==> src/hw/rtl/dcsm_pkg.sv <==
`default_nettype none
// ----------------------------------------------------------------------------
// dcsm_pkg
// Shared types and codes of the debug call stack monitor: request and
// response words, frame layout, opcodes, frame kinds and the control
// interface between sequencer and datapath.
// ----------------------------------------------------------------------------
package dcsm_pkg;

   localparam logic [2:0] OP_BLOCK      = 3'd0;
   localparam logic [2:0] OP_SET_BREAK  = 3'd1;
   localparam logic [2:0] OP_SET_WATCH  = 3'd2;
   localparam logic [2:0] OP_CONTINUE   = 3'd3;
   localparam logic [2:0] OP_READ_FRAME = 3'd4;

   localparam logic [1:0] KIND_CALL      = 2'd0;
   localparam logic [1:0] KIND_RESTART   = 2'd1;
   localparam logic [1:0] KIND_INTERRUPT = 2'd2;

   typedef struct packed {
      logic [2:0]  opcode;
      logic        trap_call;
      logic        trap_restart;
      logic        trap_return;
      logic        trap_interrupt;
      logic [15:0] stack_pointer;
      logic [15:0] program_counter;
      logic [15:0] address;
      logic [7:0]  memory_byte;
      logic [5:0]  frame_index;
   } req_type;

   typedef struct packed {
      logic        halted;
      logic        break_hit;
      logic        watch_hit;
      logic [7:0]  watch_old_value;
      logic [7:0]  watch_new_value;
      logic [6:0]  depth;
      logic        overflowed;
      logic        frame_valid;
      logic [15:0] frame_pc;
      logic [15:0] frame_sp;
      logic [1:0]  frame_kind;
   } rsp_type;

   typedef struct packed {
      logic [15:0] sp;
      logic [15:0] pc;
      logic [1:0]  kind;
   } frame_type;

   typedef struct packed {
      logic       load;
      logic       push;
      logic [1:0] push_kind;
      logic       top_read;
      logic       pop;
      logic       frame_read;
      logic       emit;
   } cmd_type;

   typedef struct packed {
      logic [2:0] opcode;
      logic       trap_call;
      logic       trap_restart;
      logic       trap_return;
      logic       trap_interrupt;
      logic       count_zero;
      logic       top_restart;
      logic       out_free;
   } status_type;

endpackage
`default_nettype wire

==> src/hw/rtl/debug_call_stack_monitor.sv <==
`default_nettype none
// ----------------------------------------------------------------------------
// debug_call_stack_monitor
// Shadow call stack with one-shot breakpoint and watchpoint for a CPU debugger.
//
// The req_ channel carries one command word per executed block or debugger
// command; the rsp_ channel returns exactly one status word for each, in
// order. Both use valid/ready.
// A word is taken only when the sequencer is idle. The sequencer then works
// through the single-port frame memory, at most one access a cycle: a push per
// trap, a read of the top per frame a return pops, or one read for a frame
// query, and issues the result before it returns to idle.
// The response register lets a new word be accepted while the previous
// result still waits; if the receiver stalls longer, the sequencer holds in
// its final step until the register frees.
// Reset empties the stack, clears overflow and halt and disarms both points.
// ----------------------------------------------------------------------------
module debug_call_stack_monitor #(
   parameter int STACK_DEPTH = 64
) (
   input  wire               clock,
   input  wire               reset,
   input  wire               req_valid,
   output logic              req_ready,
   input  dcsm_pkg::req_type req_payload,
   output logic              rsp_valid,
   input  wire               rsp_ready,
   output dcsm_pkg::rsp_type rsp_payload
);

   dcsm_pkg::cmd_type    cmd;
   dcsm_pkg::status_type status;

   dcsm_ctrl u_ctrl (
      .clock     (clock),
      .reset     (reset),
      .req_valid (req_valid),
      .req_ready (req_ready),
      .status    (status),
      .cmd       (cmd)
   );

   dcsm_datapath #(
      .STACK_DEPTH (STACK_DEPTH)
   ) u_datapath (
      .clock       (clock),
      .reset       (reset),
      .req_payload (req_payload),
      .cmd         (cmd),
      .status      (status),
      .rsp_valid   (rsp_valid),
      .rsp_ready   (rsp_ready),
      .rsp_payload (rsp_payload)
   );

endmodule
`default_nettype wire

==> src/hw/rtl/dcsm_ctrl.sv <==
`default_nettype none
// ----------------------------------------------------------------------------
// dcsm_ctrl
// Sequencer of the monitor: takes one request word, steps the shadow stack
// through the trap pushes and the return unwind or a frame read, then issues the result.
// ----------------------------------------------------------------------------
module dcsm_ctrl (
   input  wire                  clock,
   input  wire                  reset,
   input  wire                  req_valid,
   output logic                 req_ready,
   input  dcsm_pkg::status_type status,
   output dcsm_pkg::cmd_type    cmd
);

   typedef enum logic [3:0] {
      S_IDLE,
      S_DISPATCH,
      S_PUSH_CALL,
      S_PUSH_RST,
      S_RET_RD,
      S_RET_CHK,
      S_PUSH_INT,
      S_FRAME_RD,
      S_FINISH
   } state_type;

   state_type state_ff;
   state_type state_in;
   state_type after_ret;
   state_type after_rst;
   state_type after_call;

   always_comb begin
      after_ret  = status.trap_interrupt ? S_PUSH_INT : S_FINISH;
      after_rst  = status.trap_return ? S_RET_RD : after_ret;
      after_call = status.trap_restart ? S_PUSH_RST : after_rst;
   end

   always_comb begin
      cmd       = '0;
      req_ready = 1'b0;
      state_in  = state_ff;
      unique case (state_ff)
         S_IDLE: begin
            req_ready = 1'b1;
            cmd.load  = req_valid;
            if (req_valid) begin
               state_in = S_DISPATCH;
            end
         end
         S_DISPATCH: begin
            if (status.opcode == dcsm_pkg::OP_BLOCK) begin
               state_in = status.trap_call ? S_PUSH_CALL : after_call;
            end else if (status.opcode == dcsm_pkg::OP_READ_FRAME) begin
               state_in = S_FRAME_RD;
            end else begin
               state_in = S_FINISH;
            end
         end
         S_PUSH_CALL: begin
            cmd.push      = 1'b1;
            cmd.push_kind = dcsm_pkg::KIND_CALL;
            state_in      = after_call;
         end
         S_PUSH_RST: begin
            cmd.push      = 1'b1;
            cmd.push_kind = dcsm_pkg::KIND_RESTART;
            state_in      = after_rst;
         end
         S_RET_RD: begin
            if (status.count_zero) begin
               state_in = after_ret;
            end else begin
               cmd.top_read = 1'b1;
               state_in     = S_RET_CHK;
            end
         end
         S_RET_CHK: begin
            cmd.pop  = 1'b1;
            state_in = status.top_restart ? S_RET_RD : after_ret;
         end
         S_PUSH_INT: begin
            cmd.push      = 1'b1;
            cmd.push_kind = dcsm_pkg::KIND_INTERRUPT;
            state_in      = S_FINISH;
         end
         S_FRAME_RD: begin
            cmd.frame_read = 1'b1;
            state_in       = S_FINISH;
         end
         S_FINISH: begin
            if (status.out_free) begin
               cmd.emit = 1'b1;
               state_in = S_IDLE;
            end
         end
         default: begin
            state_in = S_IDLE;
         end
      endcase
   end

   always_ff @(posedge clock) begin
      if (reset) begin
         state_ff <= S_IDLE;
      end else begin
         state_ff <= state_in;
      end
   end

endmodule
`default_nettype wire

==> src/hw/rtl/dcsm_datapath.sv <==
`default_nettype none
// ----------------------------------------------------------------------------
// dcsm_datapath
// Shadow frame memory, stack count, break and watch points, halt flag and
// the response register.
// ----------------------------------------------------------------------------
module dcsm_datapath #(
   parameter int STACK_DEPTH = 64
) (
   input  wire                  clock,
   input  wire                  reset,
   input  dcsm_pkg::req_type    req_payload,
   input  dcsm_pkg::cmd_type    cmd,
   output dcsm_pkg::status_type status,
   output logic                 rsp_valid,
   input  wire                  rsp_ready,
   output dcsm_pkg::rsp_type    rsp_payload
);

   localparam int AW = (STACK_DEPTH > 1) ? $clog2(STACK_DEPTH) : 1;
   localparam int CW = $clog2(STACK_DEPTH + 1);
   localparam int IW = (CW > 6) ? CW : 6;

   dcsm_pkg::frame_type mem [STACK_DEPTH];

   dcsm_pkg::req_type   req_ff;
   dcsm_pkg::frame_type rd_data_ff;
   dcsm_pkg::rsp_type   rsp_ff;
   dcsm_pkg::rsp_type   rsp_in;
   logic                fvalid_ff;
   logic                rsp_valid_ff;
   logic                rsp_valid_in;

   logic [CW-1:0] count_ff;
   logic [CW-1:0] count_in;
   logic          overflow_ff;
   logic          overflow_in;
   logic [15:0]   break_addr_ff;
   logic [15:0]   break_addr_in;
   logic          break_armed_ff;
   logic          break_armed_in;
   logic          watch_armed_ff;
   logic          watch_armed_in;
   logic [7:0]    watch_value_ff;
   logic [7:0]    watch_value_in;
   logic          halt_ff;
   logic          halt_in;

   logic          full;
   logic [CW-1:0] top_cnt;
   logic [IW-1:0] idx_w;
   logic [IW-1:0] cnt_w;
   logic [IW-1:0] frame_pos;
   logic          frame_ok;
   logic [AW-1:0] rd_addr;
   logic          whit;
   logic          bhit;
   dcsm_pkg::frame_type wr_frame;

   assign full      = (count_ff == CW'(STACK_DEPTH));
   assign top_cnt   = count_ff - CW'(1);
   assign idx_w     = IW'(req_ff.frame_index);
   assign cnt_w     = IW'(count_ff);
   assign frame_ok  = (idx_w < cnt_w);
   assign frame_pos = cnt_w - idx_w - IW'(1);
   assign rd_addr   = cmd.frame_read ? frame_pos[AW-1:0] : top_cnt[AW-1:0];

   assign wr_frame.sp   = req_ff.stack_pointer;
   assign wr_frame.pc   = req_ff.program_counter;
   assign wr_frame.kind = cmd.push_kind;

   assign whit = watch_armed_ff && (req_ff.memory_byte != watch_value_ff);
   assign bhit = break_armed_ff && (req_ff.program_counter == break_addr_ff);

   always_comb begin
      status.opcode         = req_ff.opcode;
      status.trap_call      = req_ff.trap_call;
      status.trap_restart   = req_ff.trap_restart;
      status.trap_return    = req_ff.trap_return;
      status.trap_interrupt = req_ff.trap_interrupt;
      status.count_zero     = (count_ff == '0);
      status.top_restart    = (rd_data_ff.kind == dcsm_pkg::KIND_RESTART);
      status.out_free       = !rsp_valid_ff || rsp_ready;
   end

   // stack count and overflow
   always_comb begin
      count_in    = count_ff;
      overflow_in = overflow_ff;
      if (cmd.push) begin
         if (full) begin
            overflow_in = 1'b1;
         end else begin
            count_in = count_ff + CW'(1);
         end
      end else if (cmd.pop && (count_ff != '0)) begin
         count_in = top_cnt;
      end
   end

   // points, halt and response word
   always_comb begin
      break_addr_in  = break_addr_ff;
      break_armed_in = break_armed_ff;
      watch_armed_in = watch_armed_ff;
      watch_value_in = watch_value_ff;
      halt_in        = halt_ff;
      rsp_in         = '0;
      rsp_valid_in   = rsp_valid_ff && !rsp_ready;
      if (cmd.emit) begin
         rsp_valid_in = 1'b1;
         unique case (req_ff.opcode)
            dcsm_pkg::OP_BLOCK: begin
               if (whit) begin
                  watch_armed_in         = 1'b0;
                  halt_in                = 1'b1;
                  rsp_in.watch_hit       = 1'b1;
                  rsp_in.watch_old_value = watch_value_ff;
                  rsp_in.watch_new_value = req_ff.memory_byte;
               end
               if (bhit) begin
                  break_armed_in   = 1'b0;
                  halt_in          = 1'b1;
                  rsp_in.break_hit = 1'b1;
               end
            end
            dcsm_pkg::OP_SET_BREAK: begin
               break_addr_in  = req_ff.address;
               break_armed_in = 1'b1;
            end
            dcsm_pkg::OP_SET_WATCH: begin
               watch_value_in = req_ff.memory_byte;
               watch_armed_in = 1'b1;
            end
            dcsm_pkg::OP_CONTINUE: begin
               halt_in = 1'b0;
            end
            dcsm_pkg::OP_READ_FRAME: begin
               if (fvalid_ff) begin
                  rsp_in.frame_valid = 1'b1;
                  rsp_in.frame_pc    = rd_data_ff.pc;
                  rsp_in.frame_sp    = rd_data_ff.sp;
                  rsp_in.frame_kind  = rd_data_ff.kind;
               end
            end
            default: begin
            end
         endcase
         rsp_in.halted     = halt_in;
         rsp_in.depth      = 7'(count_ff);
         rsp_in.overflowed = overflow_ff;
      end
   end

   // frame memory
   always_ff @(posedge clock) begin
      if (cmd.push && !full) begin
         mem[count_ff[AW-1:0]] <= wr_frame;
      end
      if (cmd.top_read || cmd.frame_read) begin
         rd_data_ff <= mem[rd_addr];
      end
   end

   always_ff @(posedge clock) begin
      if (cmd.load) begin
         req_ff <= req_payload;
      end
      if (cmd.frame_read) begin
         fvalid_ff <= frame_ok;
      end
      if (cmd.emit) begin
         rsp_ff <= rsp_in;
      end
   end

   always_ff @(posedge clock) begin
      if (reset) begin
         count_ff       <= '0;
         overflow_ff    <= 1'b0;
         break_addr_ff  <= '0;
         break_armed_ff <= 1'b0;
         watch_armed_ff <= 1'b0;
         watch_value_ff <= '0;
         halt_ff        <= 1'b0;
         rsp_valid_ff   <= 1'b0;
      end else begin
         count_ff       <= count_in;
         overflow_ff    <= overflow_in;
         break_addr_ff  <= break_addr_in;
         break_armed_ff <= break_armed_in;
         watch_armed_ff <= watch_armed_in;
         watch_value_ff <= watch_value_in;
         halt_ff        <= halt_in;
         rsp_valid_ff   <= rsp_valid_in;
      end
   end

   assign rsp_valid   = rsp_valid_ff;
   assign rsp_payload = rsp_ff;

endmodule
`default_nettype wire

==> config.mk <==
export PLATFORM = sky130hd
export DESIGN_NAME = debug_call_stack_monitor
export DESIGN_NICKNAME = d
export VERILOG_FILES = /design/src/hw/rtl/dcsm_pkg.sv /design/src/hw/rtl/debug_call_stack_monitor.sv /design/src/hw/rtl/dcsm_ctrl.sv /design/src/hw/rtl/dcsm_datapath.sv
export SDC_FILE = /design/constraint.sdc
export NUM_CORES = 2
export LEC_CHECK = 0
export BUFFER_PORTS_ARGS = -buffer_cell sky130_fd_sc_hd__clkbuf_2
export CAP_MARGIN = 20
export CORE_AREA = 2 2 432 434
export CTS_BUF_LIST = sky130_fd_sc_hd__clkbuf_8 sky130_fd_sc_hd__clkbuf_16
export DETAILED_ROUTE_END_ITERATION = 10
export DIE_AREA = 0 0 434 436
export GPL_ROUTABILITY_DRIVEN = 0
export PLACE_DENSITY_LB_ADDON = 0.05
export SETUP_SLACK_MARGIN = 0.1
export SLEW_MARGIN = 10
export SYNTH_ARGS = -nofsm -noshare
export SYNTH_HDL_FRONTEND = slang
export SYNTH_SLANG_ARGS = --single-unit
==> constraint.sdc <==
create_clock -name clock -period 6.4 [get_ports clock]
set_input_delay 0.64 -clock clock [delete_from_list [all_inputs] [get_ports clock]]
set_output_delay 0.64 -clock clock [all_outputs]
set_load 0.005 [all_outputs]
==> impl_metrics.json <==
{
  "root_buffer": "clkbuf_16",
  "arrival_ns": 6.24,
  "syn_inst": 5683,
  "ys_seq_area_frac": 0.774,
  "relSlewSlack": 0.133,
  "antenna_found_initial": 27,
  "num_io_pins": 137,
  "fin_util": 0.569,
  "drc": 0,
  "grt_util_all_layers": 0.288,
  "wl_microns": 275000,
  "power.total_mw": 50.4,
  "fin_crit_ns": 5.50,
  "synth_cell_types": 53,
  "die_h_microns": 436,
  "dp_hpwl_microns": 157000,
  "synth_most_common_cell": "edfxtp_1",
  "synth_compound_area_frac": 0.0744,
  "syn_nets": 5770,
  "insertion_delay_ns": 0.88,
  "start_kind": "register",
  "vias": 53500,
  "drt_iter0_drc": 6627,
  "p_leak_nw": 35.0,
  "clockBufferDepth": 3,
  "synth_edf_count": 2342,
  "htreeDepth": 4,
  "synth_seq_cells": 2382,
  "instances_no_fill": 8716,
  "core-area_sq_um": 185000,
  "fmax_ghz": 0.182,
  "rsz0062_at_grt": "no",
  "final.setup_skew_ns": 0.0337,
  "status": "completed",
  "grt_first_pass_wirelength_microns": 386000,
  "drt_first_pass_iters": 6,
  "postCtsSetupRepairBufs": 0,
  "die_w_microns": 434,
  "cts_made_buffers": 241,
  "ant_nets": 0,
  "clock-sinks": 2382,
  "start_util": 0.498,
  "gr-total-overflow": 0,
  "final_max_slew_viol_count": 0,
  "synth-xor-area-share": 0.00353,
  "maxCapViolations": 0,
  "nNetsFinal": 6087,
  "wl_per_cell_microns": 31.5,
  "post_synth.cell_area_avg_sq_um": 16.2,
  "clk_pin_slew_ns": 0.06,
  "ys.flop_type": "edfxtp_1",
  "die-area_sq_um": 189000,
  "period_share": 0.860,
  "grt_max_degree": 163,
  "critPathRequiredTime_ns": 7.14,
  "synth_commonest_cells": "2,342 x edfxtp_1, 1,050 x nand2_1, 379 x a21oi_1, 284 x mux2i_1, 252 x clkbuf_1",
  "synth_top_family_by_area": "compound AO/OA/AOI/OAI gates",
  "yosysTopAreaCell": "edfxtp_1",
  "cts_tree": "built",
  "synth_fa_ha_area_frac": 0.00199,
  "viasPerCell": 6.13,
  "area.growth.synth_to_final_pct": 14.4,
  "drive_above_1_share": 0.149,
  "max-vdd-ir-drop_uv": 490,
  "powerDensity_nw_per_um2": 480,
  "async_flop_share": 0,
  "n_fill_cell": 14600,
  "synth_area_sq_um": 91900,
  "hold_violations": 0,
  "synth_mux_area_frac": 0.0646,
  "finalSetupViolCount": 0,
  "yosys.area_share.simple": 0.0638,
  "num_rows": 158,
  "port_buffers": 136,
  "timing.hold.ws_ns": 0.0834,
  "synth-warning-count": 0,
  "path_max_fanout": 18,
  "synth.area.top_cells": "edfxtp_1 77%, nand2_1 4.3%, mux4_2 3.3%",
  "end_kind": "register",
  "path_class": "reg -> reg",
  "worst_pin_slew_ns": 1.27,
  "hold_class": "in -> reg",
  "tns_ns": 0,
  "grt_pass1_vias": 50500,
  "dp_cells": 8169,
  "netlist.area_leader.share": 0.765
}
-- layout make-up --
cell class              count  area (sq um)  share of cell area
well taps                2480          3100              0.0295
clock buffers             244          6080              0.0579
inverters                  20          75.1            0.000714
repair buffers            442          3430              0.0326
flip-flops and latches   2382         71100               0.677
multi-input cells        2913         19900               0.189
clock inverters           199          1330              0.0127
diodes                     36          90.1            0.000857
-- routing by layer --
layer	wire [microns]	share of wire	global-route usage	up-vias
met5	106	0.00039	0	-
li1	-	-	-	22900
met1	118000	0.43	0.425	27800
met2	126000	0.46	0.437	2332
met4	8600	0.031	0.0905	14
met3	21800	0.079	0.0506	386
-- placed cells by master (no fill, tap or decap), drive strengths merged, types with 4 or more instances in the layout --
cell	netlist	final
clkinvlp	0	4
mux2i	285	285
a2111oi	66	66
nand3	16	16
buf	116	236
nor2b	4	4
a221oi	202	202
xnor2	22	22
nand2	1050	1050
nand2b	7	7
ha	13	13
a31oi	8	8
and2	52	52
edfxtp	2342	2342
nor3	8	8
nand4	12	12
xor2	15	15
inv	19	92
o21ai	80	80
diode	0	36
dfxtp	40	40
dlygate4sd3	0	68
clkbuf	252	380
or4	35	35
nor4	6	6
clkinv	1	111
bufinv	0	12
mux4	136	136
a21oi	380	380
o221ai	67	67
a32oi	139	139
o22ai	36	36
nor2	243	243
-- report_power, final --
part           switching (mW)  internal (mW)  total [mW]
combinational            12.8           5.56        18.4
clock                    5.95           7.33        13.3
sequential              0.215           18.6        18.8
-- metrics by stage --
stage	setup slack [ns]	area, sq um
floorplan	1.56	91900
global placement	0.838	96800
detailed placement	1.15	96900
CTS	1.10	105000
global route	0.822	105000
finish	0.896	105000
-- critical path, cell delays in order (launching register included) --
cell	delay, ns
dfxtp_1	0.57
nand4b_1	0.15
buf_4	0.24
inv_2	0.26
mux2i_4	0.76
buf_4	0.37
nor2_4	0.18
buf_4	0.35
a32oi_1	0.66
o221ai_1	0.25
a2111oi_0	1.14
buf_4	0.27
or4_1	0.11
-- sequential cells by signal, indices dropped and copies added (netlist names) --
| signal | cells |
|---|---|
| u_datapath.break_addr_ff | 16 |
| u_datapath.watch_value_ff | 8 |
| u_datapath.status | 7 |
| u_ctrl.state_ff | 4 |
| u_datapath.overflow_ff | 1 |
| u_datapath.req_ff | 56 |
| u_datapath.mem | 2176 |
| u_datapath.break_armed_ff | 1 |
| u_datapath.halt_ff | 1 |
| u_datapath.idx_w | 6 |
| u_datapath.watch_armed_ff | 1 |
| u_datapath.rsp_payload | 62 |
| u_datapath.fvalid_ff | 1 |
| u_datapath.rsp_valid | 1 |
| u_datapath.cnt_w | 7 |
| u_datapath.rd_data_ff | 34 |
-- kinds of logic after synthesis --
kind of cell | count (synthesis)
AO/OA/AOI/OAI | 991
buffers and inverters | 388
flip-flops | 2382
multiplexers | 422
XOR/XNOR | 37
adder cells (fa/ha/maj) | 14
AND/OR/NAND/NOR | 1449
-- final timing paths --
path / startpoint / end / slack, ns / cells past startpoint
max: u_ctrl.state_ff[0]$_SDFFE_PP0P_ / u_datapath.rd_data_ff[13]$_DFFE_PP_ / 0.90 / 12
min: req_payload[0] / u_datapath.idx_w[0]$_DFFE_PP_ / 0.08 / 1
max reg2reg: u_ctrl.state_ff[0]$_SDFFE_PP0P_ / u_datapath.rd_data_ff[13]$_DFFE_PP_ / 0.90 / 12
min reg2reg: u_datapath.overflow_ff$_SDFFE_PP0P_ / u_datapath.rsp_payload[35]$_DFFE_PP_ / 0.44 / 0
-- timing repair --
action / in CTS / in global routing
hold endpoints to repair: 68 / 0
gates resized for setup: 0 / 0
hold buffers: 68 / 0
No activity file was read; power rests on OpenSTA's default activity.
